==> src/hw/rtl/periodic_task_slot_scheduler_assert.svh <==
// Assertion macros for the periodic task slot scheduler.
// Included by the modules that assert; depends on nothing else.
`ifndef PERIODIC_TASK_SLOT_SCHEDULER_ASSERT_SVH
`define PERIODIC_TASK_SLOT_SCHEDULER_ASSERT_SVH

`ifndef SYNTHESIS
// Same-cycle implication, checked at every rising edge outside reset.
`define PTSS_ASSERT_NOW(label, clk, rst, ante, cons) \
   label: assert property (@(posedge clk) disable iff (rst) (ante) |-> (cons)) \
      else $error("scheduler assertion failed");
// Next-cycle implication, checked at every rising edge outside reset.
`define PTSS_ASSERT_NEXT(label, clk, rst, ante, cons) \
   label: assert property (@(posedge clk) disable iff (rst) (ante) |=> (cons)) \
      else $error("scheduler assertion failed");
`else
`define PTSS_ASSERT_NOW(label, clk, rst, ante, cons)
`define PTSS_ASSERT_NEXT(label, clk, rst, ante, cons)
`endif

`endif

==> src/hw/rtl/ptss_pkg.sv <==
// Shared types and constants of the periodic task slot scheduler.
// No dependencies; imported by the top level.
package ptss_pkg;

   localparam int SLOTS     = 8;
   localparam int ID_WIDTH  = 8;
   localparam int TASK_ID_W = 8;
   localparam int TIME_W    = 32;
   localparam int STEP_W    = 16;
   localparam int FUNC_W    = 2;

   // Stored id width: the low ID_WIDTH bits of the task id, never more than the port has.
   localparam int ID_W  = (ID_WIDTH < TASK_ID_W) ? ID_WIDTH : TASK_ID_W;
   localparam int IDX_W = (SLOTS > 1) ? $clog2(SLOTS) : 1;
   localparam int CNT_W = $clog2(SLOTS + 1);

   localparam logic [STEP_W-1:0] STEP_RESET = STEP_W'(10);

   typedef enum logic [FUNC_W-1:0] {
      FN_TICK  = 2'd0,
      FN_ADD   = 2'd1,
      FN_DEL   = 2'd2,
      FN_CHECK = 2'd3
   } func_type;

   typedef enum logic [1:0] {
      ST_OK        = 2'd0,
      ST_FULL      = 2'd1,
      ST_NOT_FOUND = 2'd2
   } status_type;

   typedef struct packed {
      logic [ID_W-1:0]   id;
      logic [TIME_W-1:0] period;
      logic [TIME_W-1:0] counter;
   } entry_type;

   localparam int ENTRY_W = $bits(entry_type);

endpackage

==> src/hw/rtl/ptss_ram.sv <==
// Generic single-port-write, single-port-read RAM with a registered read.
// No dependencies.
module ptss_ram #(
   parameter int WIDTH = 8,
   parameter int DEPTH = 8
) (
   input  logic                                      clock,
   input  logic                                      wr_en,
   input  logic [((DEPTH > 1) ? $clog2(DEPTH) : 1)-1:0] wr_addr,
   input  logic [WIDTH-1:0]                          wr_data,
   input  logic [((DEPTH > 1) ? $clog2(DEPTH) : 1)-1:0] rd_addr,
   output logic [WIDTH-1:0]                          rd_data
);

   logic [WIDTH-1:0] mem_ff [DEPTH];
   logic [WIDTH-1:0] rd_data_ff;

   always_ff @(posedge clock) begin
      if (wr_en) begin
         mem_ff[wr_addr] <= wr_data;
      end
      rd_data_ff <= mem_ff[rd_addr];
   end

   assign rd_data = rd_data_ff;

endmodule

==> src/hw/rtl/periodic_task_slot_scheduler.sv <==
// Top level of the periodic task slot scheduler: control sequencer around the task table.
// Depends on ptss_pkg, ptss_ram and periodic_task_slot_scheduler_assert.svh.
`include "periodic_task_slot_scheduler_assert.svh"

// The block holds up to SLOTS periodic tasks in one synchronous RAM, each entry
// carrying an id, a period and an elapsed counter. A command is taken when start is
// high and busy is low. Every command walks the live entries once through the RAM's
// read port, one entry per cycle with the data handled in the cycle after its read,
// then passes through a finishing state. An add on a full table, or any command on
// an empty table, needs no walk and goes straight to the finishing state. Results
// come out as single-cycle beats on the rsp_ ports, marked by rsp_valid; the receiver
// cannot stall them and must take every beat. A tick gives one beat per task that
// fires, in table order, or a single beat with rsp_fired low when none fires; every
// other command gives exactly one beat. rsp_last marks the final beat of a command
// and busy falls together with it. The tick step register is written through csr_
// and is always ready; it should only be written while the block is idle.
module periodic_task_slot_scheduler (
   input  logic                              clock,
   input  logic                              reset,
   // Command channel
   input  logic                              start,
   output logic                              busy,
   input  logic [ptss_pkg::FUNC_W-1:0]       req_func,
   input  logic [ptss_pkg::TASK_ID_W-1:0]    req_task_id,
   input  logic [ptss_pkg::TIME_W-1:0]       req_period,
   // Result channel
   output logic                              rsp_valid,
   output logic                              rsp_fired,
   output logic [ptss_pkg::TASK_ID_W-1:0]    rsp_fired_id,
   output logic [ptss_pkg::TIME_W-1:0]       rsp_remaining,
   output logic [1:0]                        rsp_status,
   output logic                              rsp_last,
   // Tick step register
   input  logic                              csr_valid,
   output logic                              csr_ready,
   input  logic [ptss_pkg::STEP_W-1:0]       csr_data
);

   import ptss_pkg::*;

   // IDLE waits for a command, SCAN walks the live entries, FINISH writes back or reports the
   // result of a search, or closes a tick.
   typedef enum logic [1:0] {
      S_IDLE,
      S_SCAN,
      S_FINISH
   } state_type;

   state_type         state_ff, state_in;
   func_type          func_ff, func_in;
   logic [ID_W-1:0]   id_ff, id_in;
   logic [TIME_W-1:0] period_ff, period_in;
   logic [CNT_W-1:0]  count_ff, count_in;
   logic [STEP_W-1:0] step_ff, step_in;

   // Walk: next entry to read, and the entry whose read data is now on the RAM output.
   logic [CNT_W-1:0]  rd_cnt_ff, rd_cnt_in;
   logic              dv_ff, dv_in;
   logic [IDX_W-1:0]  dix_ff, dix_in;

   // Search results, captured as the walk goes by.
   logic              found_ff, found_in;
   logic [IDX_W-1:0]  match_ff, match_in;
   logic [TIME_W-1:0] rem_ff, rem_in;
   entry_type         tail_ff, tail_in;

   // A fired task held back until we know whether another one follows it.
   logic              pend_ff, pend_in;
   logic [ID_W-1:0]   pend_id_ff, pend_id_in;

   // Registered result beat.
   logic              rsp_valid_ff, rsp_valid_in;
   logic              rsp_fired_ff, rsp_fired_in;
   logic [ID_W-1:0]   rsp_fired_id_ff, rsp_fired_id_in;
   logic [TIME_W-1:0] rsp_remaining_ff, rsp_remaining_in;
   status_type        rsp_status_ff, rsp_status_in;
   logic              rsp_last_ff, rsp_last_in;

   // RAM ports
   logic              ram_wr_en;
   logic [IDX_W-1:0]  ram_wr_addr;
   entry_type         ram_wr_data;
   logic [IDX_W-1:0]  ram_rd_addr;
   entry_type         ram_rd_data;

   logic              accept;
   logic              issue;
   logic              table_full;
   logic [TIME_W:0]   tick_sum;
   logic [TIME_W-1:0] tick_next;
   logic              tick_fire;
   logic              at_tail;

   assign accept     = start && (state_ff == S_IDLE);
   assign table_full = (count_ff >= CNT_W'(SLOTS));
   assign issue      = (rd_cnt_ff < count_ff);
   assign at_tail    = (CNT_W'(dix_ff) == (count_ff - CNT_W'(1)));

   // Saturating counter advance for the entry now leaving the RAM.
   assign tick_sum  = {1'b0, ram_rd_data.counter} + (TIME_W + 1)'(step_ff);
   assign tick_next = tick_sum[TIME_W] ? {TIME_W{1'b1}} : tick_sum[TIME_W-1:0];
   assign tick_fire = (tick_next >= ram_rd_data.period);

   assign ram_rd_addr = rd_cnt_ff[IDX_W-1:0];

   ptss_ram #(
      .WIDTH (ENTRY_W),
      .DEPTH (SLOTS)
   ) u_ram (
      .clock   (clock),
      .wr_en   (ram_wr_en),
      .wr_addr (ram_wr_addr),
      .wr_data (ram_wr_data),
      .rd_addr (ram_rd_addr),
      .rd_data (ram_rd_data)
   );

   always_comb begin
      state_in         = state_ff;
      func_in          = func_ff;
      id_in            = id_ff;
      period_in        = period_ff;
      count_in         = count_ff;
      step_in          = step_ff;
      rd_cnt_in        = rd_cnt_ff;
      dv_in            = 1'b0;
      dix_in           = dix_ff;
      found_in         = found_ff;
      match_in         = match_ff;
      rem_in           = rem_ff;
      tail_in          = tail_ff;
      pend_in          = pend_ff;
      pend_id_in       = pend_id_ff;
      rsp_valid_in     = 1'b0;
      rsp_fired_in     = 1'b0;
      rsp_fired_id_in  = '0;
      rsp_remaining_in = '0;
      rsp_status_in    = ST_OK;
      rsp_last_in      = 1'b0;
      ram_wr_en        = 1'b0;
      ram_wr_addr      = dix_ff;
      ram_wr_data      = ram_rd_data;

      if (csr_valid) begin
         step_in = csr_data;
      end

      case (state_ff)
         S_IDLE: begin
            if (accept) begin
               func_in   = func_type'(req_func);
               id_in     = req_task_id[ID_W-1:0];
               period_in = req_period;
               rd_cnt_in = '0;
               found_in  = 1'b0;
               pend_in   = 1'b0;
               // Nothing to walk on an empty table, and a full table refuses any add.
               if ((count_ff == '0) ||
                   ((func_type'(req_func) == FN_ADD) && table_full)) begin
                  state_in = S_FINISH;
               end else begin
                  state_in = S_SCAN;
               end
            end
         end

         S_SCAN: begin
            if (issue) begin
               rd_cnt_in = rd_cnt_ff + CNT_W'(1);
               dv_in     = 1'b1;
               dix_in    = rd_cnt_ff[IDX_W-1:0];
            end else begin
               state_in = S_FINISH;
            end

            if (dv_ff) begin
               if (func_ff == FN_TICK) begin
                  // Each entry is written back once its read data is on the RAM output, never clashing
                  // with the read of the entry after it.
                  ram_wr_en           = 1'b1;
                  ram_wr_data.counter = tick_fire ? '0 : tick_next;
                  if (tick_fire) begin
                     if (pend_ff) begin
                        rsp_valid_in    = 1'b1;
                        rsp_fired_in    = 1'b1;
                        rsp_fired_id_in = pend_id_ff;
                     end
                     pend_in    = 1'b1;
                     pend_id_in = ram_rd_data.id;
                  end
               end else begin
                  if (!found_ff && (ram_rd_data.id == id_ff)) begin
                     found_in = 1'b1;
                     match_in = dix_ff;
                     rem_in   = ram_rd_data.period - ram_rd_data.counter;
                  end
                  if (at_tail) begin
                     tail_in = ram_rd_data;
                  end
               end
            end
         end

         S_FINISH: begin
            state_in     = S_IDLE;
            rsp_valid_in = 1'b1;
            rsp_last_in  = 1'b1;
            case (func_ff)
               FN_TICK: begin
                  rsp_fired_in    = pend_ff;
                  rsp_fired_id_in = pend_ff ? pend_id_ff : '0;
                  pend_in         = 1'b0;
               end
               FN_ADD: begin
                  if (table_full) begin
                     rsp_status_in = ST_FULL;
                  end else begin
                     ram_wr_en   = 1'b1;
                     ram_wr_addr = found_ff ? match_ff : count_ff[IDX_W-1:0];
                     ram_wr_data = '{id: id_ff, period: period_ff, counter: '0};
                     if (!found_ff) begin
                        count_in = count_ff + CNT_W'(1);
                     end
                  end
               end
               FN_DEL: begin
                  if (!found_ff) begin
                     rsp_status_in = ST_NOT_FOUND;
                  end else begin
                     // The tail entry fills the hole; when the hole is the tail this
                     // rewrites it unchanged before it drops out of the live range.
                     ram_wr_en   = 1'b1;
                     ram_wr_addr = match_ff;
                     ram_wr_data = tail_ff;
                     count_in    = count_ff - CNT_W'(1);
                  end
               end
               FN_CHECK: begin
                  if (!found_ff) begin
                     rsp_status_in = ST_NOT_FOUND;
                  end else begin
                     rsp_remaining_in = rem_ff;
                  end
               end
               default: begin
                  rsp_status_in = ST_OK;
               end
            endcase
         end

         default: begin
            state_in = S_IDLE;
         end
      endcase
   end

   always_ff @(posedge clock) begin
      if (reset) begin
         state_ff     <= S_IDLE;
         count_ff     <= '0;
         step_ff      <= STEP_RESET;
         dv_ff        <= 1'b0;
         found_ff     <= 1'b0;
         pend_ff      <= 1'b0;
         rsp_valid_ff <= 1'b0;
      end else begin
         state_ff     <= state_in;
         count_ff     <= count_in;
         step_ff      <= step_in;
         dv_ff        <= dv_in;
         found_ff     <= found_in;
         pend_ff      <= pend_in;
         rsp_valid_ff <= rsp_valid_in;
      end
      func_ff          <= func_in;
      id_ff            <= id_in;
      period_ff        <= period_in;
      rd_cnt_ff        <= rd_cnt_in;
      dix_ff           <= dix_in;
      match_ff         <= match_in;
      rem_ff           <= rem_in;
      tail_ff          <= tail_in;
      pend_id_ff       <= pend_id_in;
      rsp_fired_ff     <= rsp_fired_in;
      rsp_fired_id_ff  <= rsp_fired_id_in;
      rsp_remaining_ff <= rsp_remaining_in;
      rsp_status_ff    <= rsp_status_in;
      rsp_last_ff      <= rsp_last_in;
   end

   assign busy          = (state_ff != S_IDLE);
   assign csr_ready     = 1'b1;
   assign rsp_valid     = rsp_valid_ff;
   assign rsp_fired     = rsp_fired_ff;
   assign rsp_fired_id  = TASK_ID_W'(rsp_fired_id_ff);
   assign rsp_remaining = rsp_remaining_ff;
   assign rsp_status    = rsp_status_ff;
   assign rsp_last      = rsp_last_ff;

   // The table never claims more live entries than it has slots.
   `PTSS_ASSERT_NOW(a_count_bound, clock, reset, 1'b1, count_ff <= CNT_W'(SLOTS))
   // The final beat of a command coincides with the return to idle.
   `PTSS_ASSERT_NOW(a_last_idle, clock, reset, rsp_valid_ff && rsp_last_ff, state_ff == S_IDLE)
   // Beats that are not final only appear while the block is busy, and always report a fired task.
   `PTSS_ASSERT_NOW(a_mid_busy, clock, reset, rsp_valid_ff && !rsp_last_ff,
                    (state_ff != S_IDLE) && rsp_fired_ff)
   // A taken command keeps the block busy in the following cycle.
   `PTSS_ASSERT_NEXT(a_accept_busy, clock, reset, accept, busy)

endmodule
==> config.mk <==
export PLATFORM = sky130hd
export DESIGN_NAME = periodic_task_slot_scheduler
export DESIGN_NICKNAME = d
export VERILOG_FILES = /design/src/hw/rtl/ptss_pkg.sv /design/src/hw/rtl/ptss_ram.sv /design/src/hw/rtl/periodic_task_slot_scheduler.sv
export VERILOG_INCLUDE_DIRS = /design/src /design/src/hw/rtl
export SDC_FILE = /design/constraint.sdc
export NUM_CORES = 1
export LEC_CHECK = 0
export BUFFER_PORTS_ARGS = -buffer_cell sky130_fd_sc_hd__buf_2
export CORE_UTILIZATION = 35
export DETAILED_ROUTE_END_ITERATION = 8
export MAX_ROUTING_LAYER = met4
export PLACE_DENSITY = 0.5
export SLEW_MARGIN = 30
export SYNTH_ARGS = -nofsm -noshare
export SYNTH_HDL_FRONTEND = slang
export SYNTH_HIERARCHICAL = 1
export SYNTH_SLANG_ARGS = --single-unit
==> constraint.sdc <==
create_clock -name clock -period 12.97 [get_ports clock]
set_clock_uncertainty 0.15 [all_clocks]
set_input_delay 1.297 -clock clock [delete_from_list [all_inputs] [get_ports clock]]
set_output_delay 1.297 -clock clock [all_outputs]
set_load 0.05 [all_outputs]
Word-level counts from Yosys, hierarchy flattened
Memories as Yosys holds them, arrays and structs flattened. A register that Yosys moved wholly into a read port is not among the register bits.
Index checks and enable logic that the tools add are counted.
{"block": "classes", "n_bitwise": 2, "n_eq_ne": 20, "add_sub_neg": 5, "mux": 61, "n_reduce_logical": 25, "n_lt_le_gt_ge": 3}
{"cell": "2-to-1 mux 72 bit", "n": 2}
{"cell": "one-hot mux 72 bit (2 select lines)", "n": 1}
{"cell": "2-to-1 mux 32 bit", "n": 4}
{"cell": "one-hot mux 32 bit (2 select lines)", "n": 1}
{"cell": "2-to-1 mux 40 bit", "n": 1}
{"cell": "2-to-1 mux 8 bit", "n": 5}
{"cell": "adder 32 x 16 -> 33 bit", "n": 1}
{"cell": ">= comparator 32 bit", "n": 1}
{"cell": "subtractor 32 bit", "n": 1}
{"cell": "!= test 2 bit, second input constant", "n": 12}
{"cell": "2-to-1 mux 1 bit", "n": 22}
{"cell": "2-to-1 mux 4 bit", "n": 5}
{"cell": "one-hot mux 4 bit (2 select lines)", "n": 2}
{"cell": "one-hot mux 8 bit (2 select lines)", "n": 1}
{"cell": "2-to-1 mux 3 bit", "n": 4}
{"cell": "AND reduction 4 bit", "n": 3}
{"cell": "one-hot mux 1 bit (2 select lines)", "n": 5}
{"cell": "AND reduction 5 bit", "n": 2}
{"cell": "adder 4 x 1 -> 4 bit, second input constant", "n": 2}
{"cell": "== test 8 bit", "n": 1}
{"cell": "2-to-1 mux 2 bit", "n": 4}
{"cell": "one-hot mux 2 bit (2 select lines)", "n": 2}
{"cell": "== test 2 x 1 -> 1 bit, second input constant", "n": 3}
{"cell": "== test 2 bit, second input constant", "n": 3}
{"cell": "18 further kinds", "n": 28}
{"block": "word_totals", "mem_bits_rw": 576, "ff_bits": 234, "n_memories": 1, "elab_cells": 140}
{"memory": "u_ram.mem_ff", "words": 8, "word_bits": 72, "rd": 1, "rd_clocked_by_memory_dff": 1, "write_ports": 1, "line_no": "ptss_ram.sv:15", "rtl": "logic [WIDTH-1:0] mem_ff [DEPTH];"}

Depth between registers and ports, before layout
Gate-level depths: netlist (run 1).
{"block": "depth", "depth_word": 7, "ltp_mapped": 23, "mapped_depth_nobuf": 20}

By module
Netlist (run 1), hierarchy kept.
{"mod": "ptss_ram", "cells_each": 917, "instances": 1, "area_per_inst_um2": 23368.7}
{"mod": "periodic_task_slot_scheduler", "cells_each": 1253, "instances": 1, "area_per_inst_um2": 12926.1}

Worst setup path before layout (run 1)
No wires, ideal clock.
{"block": "synth_timing", "path_kind": "flip-flop to flip-flop", "from": "register count_ff[0]", "to": "register tail_ff[0] in the netlist's numbering, enable pin", "arrival_time_ps": 8129, "path_stages_with_launch": 8, "n_path_buf": 0, "period_less_slack_ps": 8958, "required_time_ps": 12140, "setup_slack_ps": 4012, "path_cell_list": "dfxtp_1 -> inv_1 -> ha_1 -> xor2_1 -> a211oi_1 -> a21oi_1 -> o22a_1 -> nor4_1"}
{"block": "synth_between", "elab_chain_len": 3}
{"item": "start: declaration", "line_no": "periodic_task_slot_scheduler.sv:53", "rtl": "logic [CNT_W-1:0] count_ff, count_in;"}
{"item": "start signal: assignment", "line_no": "periodic_task_slot_scheduler.sv:268", "rtl": "count_ff <= count_in;"}
{"item": "subtractor 4 x 1 -> 4 bit", "line_no": "periodic_task_slot_scheduler.sv:97", "rtl": "assign at_tail = (CNT_W'(dix_ff) == (count_ff - CNT_W'(1)));"}
{"item": "== test 3 x 4 -> 1 bit", "line_no": "periodic_task_slot_scheduler.sv:97"}
{"item": "AND reduction 4 bit (no line)"}
{"item": "end signal: assignment", "line_no": "periodic_task_slot_scheduler.sv:282", "rtl": "tail_ff <= tail_in;"}
{"item": "end: declaration", "line_no": "periodic_task_slot_scheduler.sv:65", "rtl": "entry_type tail_ff, tail_in;"}
No other way between the ends.
A chain may end at the register's enable or synchronous reset.

==> run_results.csv, run 1 <==
group,metric,value,unit
outcome,status,"finished clean",
floorplan,die_w,324,microns
floorplan,pin_count,109,
synth,ys_warn_count,6,
grt,grt-ovfl-total,0,
cells_and_area,layout-drive-gt1-share,0.233,
clock_tree,cts_tree,"yes",
min_path,min_path_type,"flip-flop to flip-flop",
drt,detail-route-antenna-nets,0,
sta,finalHoldViolCount,0,
floorplan,dieArea,105000,sq um
sta,min_period,6.04,ns
synth,syn_avg_cell_area,16.7,sq um
drt,drt-initial-drc-count,1475,
drt,vias_per_cell,5.17,
synth,syn-cell-area,36300,sq um
synth,yosys.area.top_type,"edfxtp_1",
synth,synthTopCellsByArea,"edfxtp_1 (61%), mux4_2 (8.9%), dfxtp_1 (7.8%)",
sta,worstMarginPinSlew,0.946,ns
floorplan,core_area,102000,sq um
clock_tree,clkSlewWorstSetupHoldPaths,0.06,ns
grt,grt_pass1_wl,135000,microns
synth,syn_nets,2326,
clock_tree,htree_num_levels,3,
critical_path,end_kind,"flip-flop",
synth,async_flop_share,0,
cells_and_area,syn_to_final_growth,15.3,%
sta,finalSetupTns,0,ns
grt,track_usage,0.181,
placement,gp_congestion,0.875,
grt,grt_start_max_net_pins,90,
floorplan,start_util,0.355,
sta,fmax,166,MHz
cells_and_area,final_core_util,0.409,
drt,vias,19500,
sta,rsz0062_at_grt,"no",
drt,routedWlPerCell,24.2,microns
floorplan,rows,117,
power_and_ir_drop,peakVddDrop,0.000106,V
sta,post-route-period-util,0.466,
cells_and_area,nets,2478,
placement,numPortBuffers,107,
critical_path,rrSetupSlack,6.93,ns
synth,synth-edff-count,740,
clock_tree,insertion_delay,0.67,ns
synth,synth_seq_area_share,0.691,
power_and_ir_drop,leakage,14.7,nW
synth,synth_seq_cells,882,
synth,ys.flop_type,"edfxtp_1",
critical_path,required,13.29,ns
sta,slew_headroom,0.369,
placement,place_hpwl,55800,microns
grt,antenna_found_initial,1,
sta,setup_ws,6.93,ns
drt,drc,0,
power_and_ir_drop,finalPower,8.03,mW
drt,wl,91200,microns
critical_path,cp.arrival,6.36,ns
critical_path,cp_max_fo,34,
critical_path,crit_type,"flip-flop to flip-flop",
sta,setup_viol,0,
clock_tree,cts_resized,0,
grt,grt_pass1_vias,20200,
floorplan,die_h,324,microns
drt,dr.pass1.iters,5,
clock_tree,cts_root_buffer,"clkbuf_16",
placement,dpl_worst_slack,6.97,ns
job,maxCapViolations,0,
clock_tree,cts_made_buffers,96,
synth,yosysUniqueCellTypes,84,
clock_tree,hold_buffers,0,
clock_tree,clock-sinks,882,
power_and_ir_drop,power.density,192,nW/um^2
synth,netlist_instances,2170,
critical_path,start_kind,"flip-flop",
clock_tree,cts_setup_buffers,0,
sta,drv_slew,0,
clock_tree,cts_buffer_depth,3,
synth,yosysTopAreaCellShare,0.612,
cells_and_area,num-fill-cells,9184,
-- worst paths after layout --
check | end | startpoint | depth (start not counted)
hold / removal | rsp_remaining[18] | rem_ff[18] | 1
hold reg to reg | rsp_remaining[18] | rem_ff[18] | 1
setup / recovery | u_ram/mem_ff[2][19] | u_ram/rd_data[0] | 20
setup reg to reg | u_ram/mem_ff[2][19] | u_ram/rd_data[0] | 20
-- cells in the mapped netlist, drive strengths merged (11+ instances only) --
master	count
a31oi	12
and2	50
xor2	13
nand4	11
nor3	21
xnor2	44
a22oi	43
nand2	109
dfxtp	142
a21o	24
nand3	34
a221o	22
a21oi	90
nor2	72
o21bai	11
o21ai	85
mux4	144
mux2	75
inv	94
clkbuf	51
and3	18
nand2b	16
buf	40
mux2i	16
ha	92
nor2b	12
edfxtp	740
-- metal layers --
layer,track usage,vias up,wire [microns],share of wire
li1,-,8794,-,-
met1,0.245,10200,42500,0.47
met2,0.289,431,43500,0.48
met3,0.0225,100,3690,0.040
met4,0.0447,0,1550,0.017
met5,-,-,0,0
-- per-stage QoR --
step / instance area [sq um] / hold slack, ns / instances
after floorplan: 36300 / 0.270 / 2170
after global placement: 38400 / 0.281 / 3586
after detailed placement: 38500 / 0.276 / 3590
after CTS: 41800 / 0.290 / 3770
after global routing: 41800 / 0.308 / 3772
final: 41800 / 0.289 / 3775
-- power breakdown --
| group | switching [mW] | internal [mW] |
|---|---|---|
| Combinational | 1.00 | 0.676 |
| Clock | 1.13 | 1.67 |
| Sequential | 0.158 | 3.40 |
-- cells by family (layout without fill, tap and decap cells) --
group           Yosys count  in the layout  synth area share
other cells               1              4          0.000103
simple gates            365            365            0.0501
fa+ha+maj                94             94            0.0328
xor+xnor                 57             57            0.0138
compound gates          351            351            0.0652
flops                   882            882             0.691
buf+inv                 185            419            0.0242
mux                     235            235             0.123
-- flip-flops by register name, indices dropped and copies added, names as in the netlist, 3 cells and up --
signal,flops
rd_cnt_ff,4
rem_ff,32
rsp_remaining,32
u_ram/rd_data,72
pend_id_ff,8
dix_ff,3
u_ram/mem_ff,576
rsp_fired_id,8
period_ff,32
tail_ff,72
id_ff,8
match_ff,3
count_ff,4
step_ff,16
-- cells in the final DEF, fill, tap and decap left out, types with 44 or more instances in the layout --
cell type,n
o21ai_0,76
mux4_2,144
clkbuf_16,97
inv_1,94
nor2_1,63
and2_1,47
dfxtp_1,142
ha_1,92
xnor2_1,44
buf_2,107
a21oi_1,88
mux2_4,60
edfxtp_1,740
nand2_1,108
-- critical path, cell delays in order, from the launching register on --
cell,delay (ns)
dfxtp_1,0.34
ha_1,0.22
fa_1,0.41
a21oi_1,0.23
o22ai_1,0.20
o21bai_4,0.21
o21ai_2,0.13
o31a_1,0.40
nand3_2,0.20
buf_4,0.42
nand2_1,0.12
ha_1,0.30
and4_1,0.23
a221oi_1,0.28
nand4_1,0.13
a41oi_1,0.30
o21ai_2,0.17
or2_1,0.50
buf_4,0.32
o21ai_0,0.22
a221o_1,0.32
-- final cells by class --
cell class              count  area, sq um  area share
well taps                1368         1710      0.0409
flip-flops and latches    882        25100       0.599
inverters                  94          353     0.00843
multi-input cells        1103        10400       0.250
diodes                      3         7.51    0.000179
clock buffers             122         2640      0.0631
clock inverters            58          641      0.0153
repair buffers            145          980      0.0234
(Power assumes the default switching activity.)
==> inputs of run 2 (changes only) <==
--- a/config.mk
+++ b/config.mk
@@ -6,11 +6,12 @@
 export SDC_FILE = /design/constraint.sdc
 export NUM_CORES = 1
 export LEC_CHECK = 0
+export ABC_AREA = 1
 export BUFFER_PORTS_ARGS = -buffer_cell sky130_fd_sc_hd__buf_2
 export CORE_UTILIZATION = 35
 export DETAILED_ROUTE_END_ITERATION = 8
 export MAX_ROUTING_LAYER = met4
-export PLACE_DENSITY = 0.5
+export PLACE_DENSITY = 0.52
 export SLEW_MARGIN = 30
 export SYNTH_ARGS = -nofsm -noshare
 export SYNTH_HDL_FRONTEND = slang
==> constraint.sdc (replaced) <==
create_clock -name clock -period 5.1 [get_ports clock]
set_clock_uncertainty 0.15 [all_clocks]
set_input_delay 0.51 -clock clock [delete_from_list [all_inputs] [get_ports clock]]
set_output_delay 0.51 -clock clock [all_outputs]
set_load 0.05 [all_outputs]
==> run_results.csv, run 2 <==
group,metric,value,unit
drt,dr.pass1.iters,6,
power_and_ir_drop,clkPwrFrac,0.283,
floorplan,dieArea,119000,sq um
drt,dr_wl_met2,54400,microns
sta,post-route-period-util,0.922,
drt,topRoutingLayerUsed,"met4",
sta,worstMarginPinSlew,1.12,ns
clock_tree,cts_tree,"yes",
clock_tree,cts_buffer_depth,3,
power_and_ir_drop,switching_share,0.371,
power_and_ir_drop,power.density,534,nW/um^2
floorplan,rows,125,
floorplan,die_w,345,microns
sta,rsz0062_at_grt,"no",
min_path,holdPathStages,3,
synth,synth_compound_area_frac,0.0528,
grt,grt-ovfl-total,0,
critical_path,cp-startpoint,"u_ram/rd_data[0]",
synth,yosysUniqueCellTypes,55,
critical_path,crit_slowest_cell,"a21oi_4",
min_path,min_path_type,"primary input to flip-flop",
critical_path,cpMostUsedCell,"nand2_1",
synth,syn-cell-area,41300,sq um
synth,yosysTopAreaCellShare,0.539,
clock_tree,cts_made_buffers,94,
drt,vias_per_cell,4.75,
grt,grt_start_max_net_pins,174,
placement,gp_congestion,0.947,
synth,yosys.area.top_type,"edfxtp_1",
sta,setup_viol,0,
critical_path,crit_path_max_incr_delay,0.56,ns
sta,min_period,4.70,ns
cells_and_area,stdcell_area,47500,sq um
power_and_ir_drop,peakVddDrop,0.000300,V
synth,async_flop_share,0,
synth,synth_fa_ha_area_frac,0.0289,
cells_and_area,nets,4728,
synth,syn_nets,4580,
grt,antenna_found_initial,5,
synth,synth-xor-area-share,0.0110,
critical_path,end_kind,"flip-flop",
floorplan,core_area,117000,sq um
power_and_ir_drop,finalPower,25.3,mW
synth,syn_avg_cell_area,9.33,sq um
sta,finalSetupTns,0,ns
clock_tree,htree_num_levels,3,
synth,synthSimpleGateAreaFrac,0.198,
clock_tree,clkSlewWorstSetupHoldPaths,0.06,ns
sta,fmax,213,MHz
critical_path,crit_type,"flip-flop to flip-flop",
drt,routedWlPerCell,19.4,microns
synth,ys.flop_type,"edfxtp_1",
drt,detail-route-antenna-nets,0,
power_and_ir_drop,leakage,21.5,nW
critical_path,r2r_cells,25,
synth,synth.top_cells.by_count,"nand2_1 (1365), inv_1 (868), edfxtp_1 (740)",
drt,wl_met3,6970,microns
drt,drt-initial-drc-count,2462,
cells_and_area,layout-drive-gt1-share,0.0840,
power_and_ir_drop,p_int,15.9,mW
drt,drc,0,
cells_and_area,largest_register_ff_count,576,
placement,place_hpwl,74300,microns
synth,synthTopCellsByArea,"edfxtp_1 (54%), nand2_1 (12%), inv_1 (7.9%)",
sta,slew_headroom,0.251,
synth,muxShareOfSynthArea,0,
critical_path,cp.arrival,4.93,ns
cells_and_area,final_cell_mix,"nand2_1 (1365), inv_1 (867), edfxtp_1 (740)",
critical_path,start_kind,"flip-flop",
drt,wirelength_met1,54900,microns
clock_tree,insertion_delay,0.68,ns
drt,wl,120000,microns
floorplan,die_h,345,microns
job,maxCapViolations,0,
sta,drv_slew,0,
synth,synth_seq_area_share,0.608,
grt,grt_pass1_wl,178000,microns
cells_and_area,syn_to_final_growth,15.0,%
floorplan,pin_count,109,
placement,placed_area,43600,sq um
synth,synth-edff-count,740,
cells_and_area,final_common_cell,"nand2_1",
synth,yosysMostFrequentCell,"nand2_1",
min_path,holdCritStartpoint,"csr_data[8]",
cells_and_area,ff_latch_area,25100,sq um
synth,synth_seq_cells,882,
synth,ys_warn_count,6,
critical_path,required,5.33,ns
clock_tree,cts_root_buffer,"clkbuf_16",
clock_tree,clock-sinks,882,
power_and_ir_drop,switchingPower,9.40,mW
grt,track_usage,0.205,
critical_path,r2r_start,"u_ram/rd_data[0]",
sta,finalHoldViolCount,0,
outcome,status,"finished clean",
power_and_ir_drop,p_seq_frac,0.394,
floorplan,start_util,0.354,
synth,netlist_instances,4424,
drt,vias,29400,
synth,synth_top_family_by_area,"simple AND/OR/NAND/NOR gates",
placement,numPortBuffers,107,
power_and_ir_drop,p_comb_frac,0.322,
critical_path,cp_max_fo,17,
grt,grt_pass1_vias,27700,
cells_and_area,num-fill-cells,11300,
cells_and_area,multi_input_comb_area,12100,sq um
cells_and_area,regMostFlops,"u_ram/mem_ff",
-- run 2: critical path, delay by kind of cell (launching register included) --
family,cells,cell delay [ns]
fa+ha+maj,3,0.72
simple gates,17,1.48
buf+inv,2,0.34
flops,1,0.46
compound gates,3,1.24
-- run 2: routing by layer --
| layer | GRT usage | vias up |
|---|---|---|
| met5 | - | - |
| li1 | - | 14400 |
| met2 | 0.317 | 795 |
| met1 | 0.274 | 14000 |
| met4 | 0.0729 | 0 |
| met3 | 0.0285 | 201 |
-- run 2: cell type report --
class / instances / share of cell area
clock buffers: 122 / 0.0546
multi-input cells: 2492 / 0.255
clock inverters: 56 / 0.0144
inverters: 881 / 0.0702
repair buffers: 221 / 0.0374
flip-flops and latches: 882 / 0.528
well taps: 1524 / 0.0402
diodes: 1 / 0.0000527
-- run 2: cells by family (layout without fill, tap and decap cells) --
kind of cell    Yosys count  after routing
buf+inv                1050           1280
other cells               1              2
fa+ha+maj                94             94
compound gates          354            354
xor+xnor                 52             52
simple gates           1991           1991
flops                   882            882
-- run 2: power groups by stage --
stage	sequential, mW	clock, mW	combinational [mW]
finish	10.0	7.18	8.17
global route	10.0	7.59	9.10
CTS	9.99	7.33	8.15
detailed placement	10.1	0	8.08
global placement	10.1	0	8.02
floorplan	9.77	0	5.42
-- run 2: worst paths after layout --
kind / end / slack [ns]
worst max-delay path: u_ram/mem_ff[5][9] / 0.40
worst min register to register: rsp_fired_id[1] / 0.30
worst max register to register: u_ram/mem_ff[5][9] / 0.40
worst min-delay path: step_ff[8] / 0.03
-- run 2: metrics by stage --
stage / cells / worst slack (ns) / hold slack [ns] / utilization
global route: 6179 / 0.0289 / 0.0307 / 0.407
CTS: 6178 / 0.433 / 0.00288 / 0.407
floorplan: 4424 / -0.329 / 0.253 / -
global placement: 5944 / 0.554 / 0.299 / 0.374
detailed placement: 5945 / 0.463 / 0.300 / 0.374
finish: 6179 / 0.398 / 0.0311 / 0.407
-- run 2: timing repair --
action                                 in CTS  in global routing
buffers inserted                            0                  0
endpoints found under the hold margin      55                  0
hold buffers                               55                  0
resized for setup                           0                  2
setup endpoints to repair                   0                 16
==> inputs of run 3 (changes only) <==
--- a/config.mk
+++ b/config.mk
@@ -6,7 +6,6 @@
 export SDC_FILE = /design/constraint.sdc
 export NUM_CORES = 1
 export LEC_CHECK = 0
-export ABC_AREA = 1
 export BUFFER_PORTS_ARGS = -buffer_cell sky130_fd_sc_hd__buf_2
 export CORE_UTILIZATION = 35
 export DETAILED_ROUTE_END_ITERATION = 8
==> run_results.csv, run 3 (synthesis gave the netlist of run 1 again) <==
group,metric,value,unit
power_and_ir_drop,peakVddDrop,0.000277,V
grt,grt-ovfl-total,0,
cells_and_area,stdcell_area,42700,sq um
drt,drt-initial-drc-count,1877,
critical_path,cp-startpoint,"step_ff[0]",
clock_tree,cts_root_buffer,"clkbuf_16",
min_path,min_path_type,"primary input to flip-flop",
outcome,status,"finished clean",
sta,finalSetupTns,0,ns
floorplan,core_area,102000,sq um
power_and_ir_drop,power.density,473,nW/um^2
sta,fmax,204,MHz
critical_path,required,5.32,ns
cells_and_area,layout-drive-gt1-share,0.244,
clock_tree,insertion_delay,0.67,ns
critical_path,critical_path.top_delay_family,"compound AO/OA/AOI/OAI gates",
drt,detail-route-antenna-nets,0,
power_and_ir_drop,leakage,15.0,nW
critical_path,start_kind,"flip-flop",
placement,dp_cells,3639,
placement,place_hpwl,58300,microns
sta,finalHoldViolCount,0,
sta,slew_headroom,0.361,
floorplan,rows,117,
drt,wl,94000,microns
grt,grt_pass1_wl,138000,microns
grt,antenna_found_initial,3,
critical_path,crit_end,"u_ram/mem_ff[6][17]",
clock_tree,cts_setup_buffers,0,
drt,vias_per_cell,5.18,
floorplan,die_h,324,microns
drt,routedWlPerCell,24.3,microns
placement,numPortBuffers,107,
clock_tree,cts_tree,"yes",
sta,min_period,4.89,ns
drt,dr.pass1.iters,5,
cells_and_area,largest_register_ff_count,576,
clock_tree,clock-sinks,882,
drt,vias,20100,
critical_path,cp.buffers_inverters,2,
cells_and_area,final_core_util,0.418,
critical_path,path_cells,"ha_1 -> fa_2 -> a21oi_4 -> o22ai_2 -> o21bai_4 -> o21ai_2 -> o31a_1 -> buf_4 -> and3_1 -> o21a_1 -> ha_1 -> nand4_1 -> nor3_4 -> nand4b_1 -> o21ai_2 -> or2_1 -> buf_12 -> o21ai_0 -> a211o_1",
cells_and_area,nets,2582,
critical_path,crit_slowest_cell,"a211o_1",
critical_path,crit_path_max_incr_delay,0.46,ns
sta,drv_slew,0,
cells_and_area,final_common_cell,"edfxtp_1",
cells_and_area,finalNonFillerCells,3875,
cells_and_area,syn_to_final_growth,17.8,%
clock_tree,clkSlewWorstSetupHoldPaths,0.06,ns
critical_path,end_kind,"flip-flop",
sta,post-route-period-util,0.960,
critical_path,cp_max_fo,26,
clock_tree,htree_num_levels,3,
power_and_ir_drop,finalPower,20.2,mW
cells_and_area,final_cell_mix,"edfxtp_1 (740), mux4_2 (144), dfxtp_1 (142)",
floorplan,start_util,0.355,
grt,grt_pass1_vias,20600,
placement,gp_congestion,0.842,
critical_path,cp.arrival,5.12,ns
clock_tree,cts_buffer_depth,3,
job,maxCapViolations,0,
grt,grt_start_max_net_pins,108,
critical_path,crit_cells,19,
critical_path,r2r_end,"u_ram/mem_ff[6][17]",
sta,worstMarginPinSlew,0.958,ns
placement,placed_area,38900,sq um
critical_path,r2r_cells,19,
cells_and_area,regMostFlops,"u_ram/mem_ff",
sta,rsz0062_at_grt,"no",
floorplan,pin_count,109,
critical_path,rrSetupSlack,0.21,ns
drt,drc,0,
grt,track_usage,0.187,
critical_path,crit_type,"flip-flop to flip-flop",
floorplan,dieArea,105000,sq um
clock_tree,cts_made_buffers,94,
critical_path,r2r_start,"step_ff[0]",
sta,setup_viol,0,
floorplan,die_w,324,microns
## run 3: cell count changes in the layout (fill, tap and decap cells not counted), moves of 43 or more
cell | previous run | this run
mux2_4 | 0 | 60
and2_1 | 2 | 47
nand2_1 | 1365 | 109
mux4_2 | 0 | 144
o21ai_0 | 119 | 74
nand3_1 | 345 | 32
inv_1 | 867 | 94
nor2_1 | 195 | 62
a22oi_1 | 0 | 43
## run 3: power by group
group | switching (mW) | internal [mW] | total [mW]
clock | 2.86 | 3.95 | 6.81
combinational | 2.52 | 1.84 | 4.36
sequential | 0.417 | 8.64 | 9.06
## run 3: timing repair
action	CTS	global route
cloned	0	1
hold endpoints to repair	57	0
hold buffers	57	0
gates resized for setup	6	20
pin swaps	2	5
endpoints found under the setup margin	153	273
## run 3: per-stage QoR
stage | setup WS (ns) | hold slack [ns]
floorplan | -0.281 | 0.270
global placement | -0.0678 | 0.272
detailed placement | -0.157 | 0.276
CTS | 0.00304 | 0.0167
global route | 0.00500 | 0.0920
finish | 0.206 | 0.0794
## run 3: how the worst min path moves through the flow
| stage | from | endpoint | slack [ns] | cells after the start |
|---|---|---|---|---|
| 6_report | csr_data[0] | step_ff[0] | 0.08 | 3 |
| 5_1_grt | csr_data[0] | step_ff[0] | 0.09 | 3 |
| 4_1_cts | csr_data[0] | step_ff[0] | 0.02 | 3 |
| 3_5_place_dp | rem_ff[5] | rsp_remaining[5] | 0.28 | 1 |
| 3_3_place_gp | pend_id_ff[0] | rsp_fired_id[0] | 0.27 | 1 |
| 2_1_floorplan | pend_id_ff[0] | rsp_fired_id[0] | 0.27 | 1 |
## run 3: metal layers
metal | up-vias | track usage | wire [microns]
met5 | - | - | 0
met4 | 0 | 0.0565 | 2330
met3 | 136 | 0.0306 | 5520
met2 | 588 | 0.285 | 43300
met1 | 10400 | 0.256 | 42900
li1 | 8976 | - | -
## run 3: worst register-to-register path, delay by kind of cell, from the launching register on
kind                     cells  cell delay, ns
AO/OA/AOI/OAI                9            1.87
adder cells (fa/ha/maj)      3            0.90
buffers and inverters        2            0.37
flip-flops                   1            0.32
AND/OR/NAND/NOR              5            1.00
## run 3: cell type report
cell class | count | area (sq um)
diodes | 3 | 7.51
clock buffers | 128 | 2600
clock inverters | 46 | 499
fillers | 9145 | 59600
inverters | 94 | 353
multi-input cells | 1104 | 10500
flip-flops and latches | 882 | 25100
well taps | 1368 | 1710
repair buffers | 250 | 1960
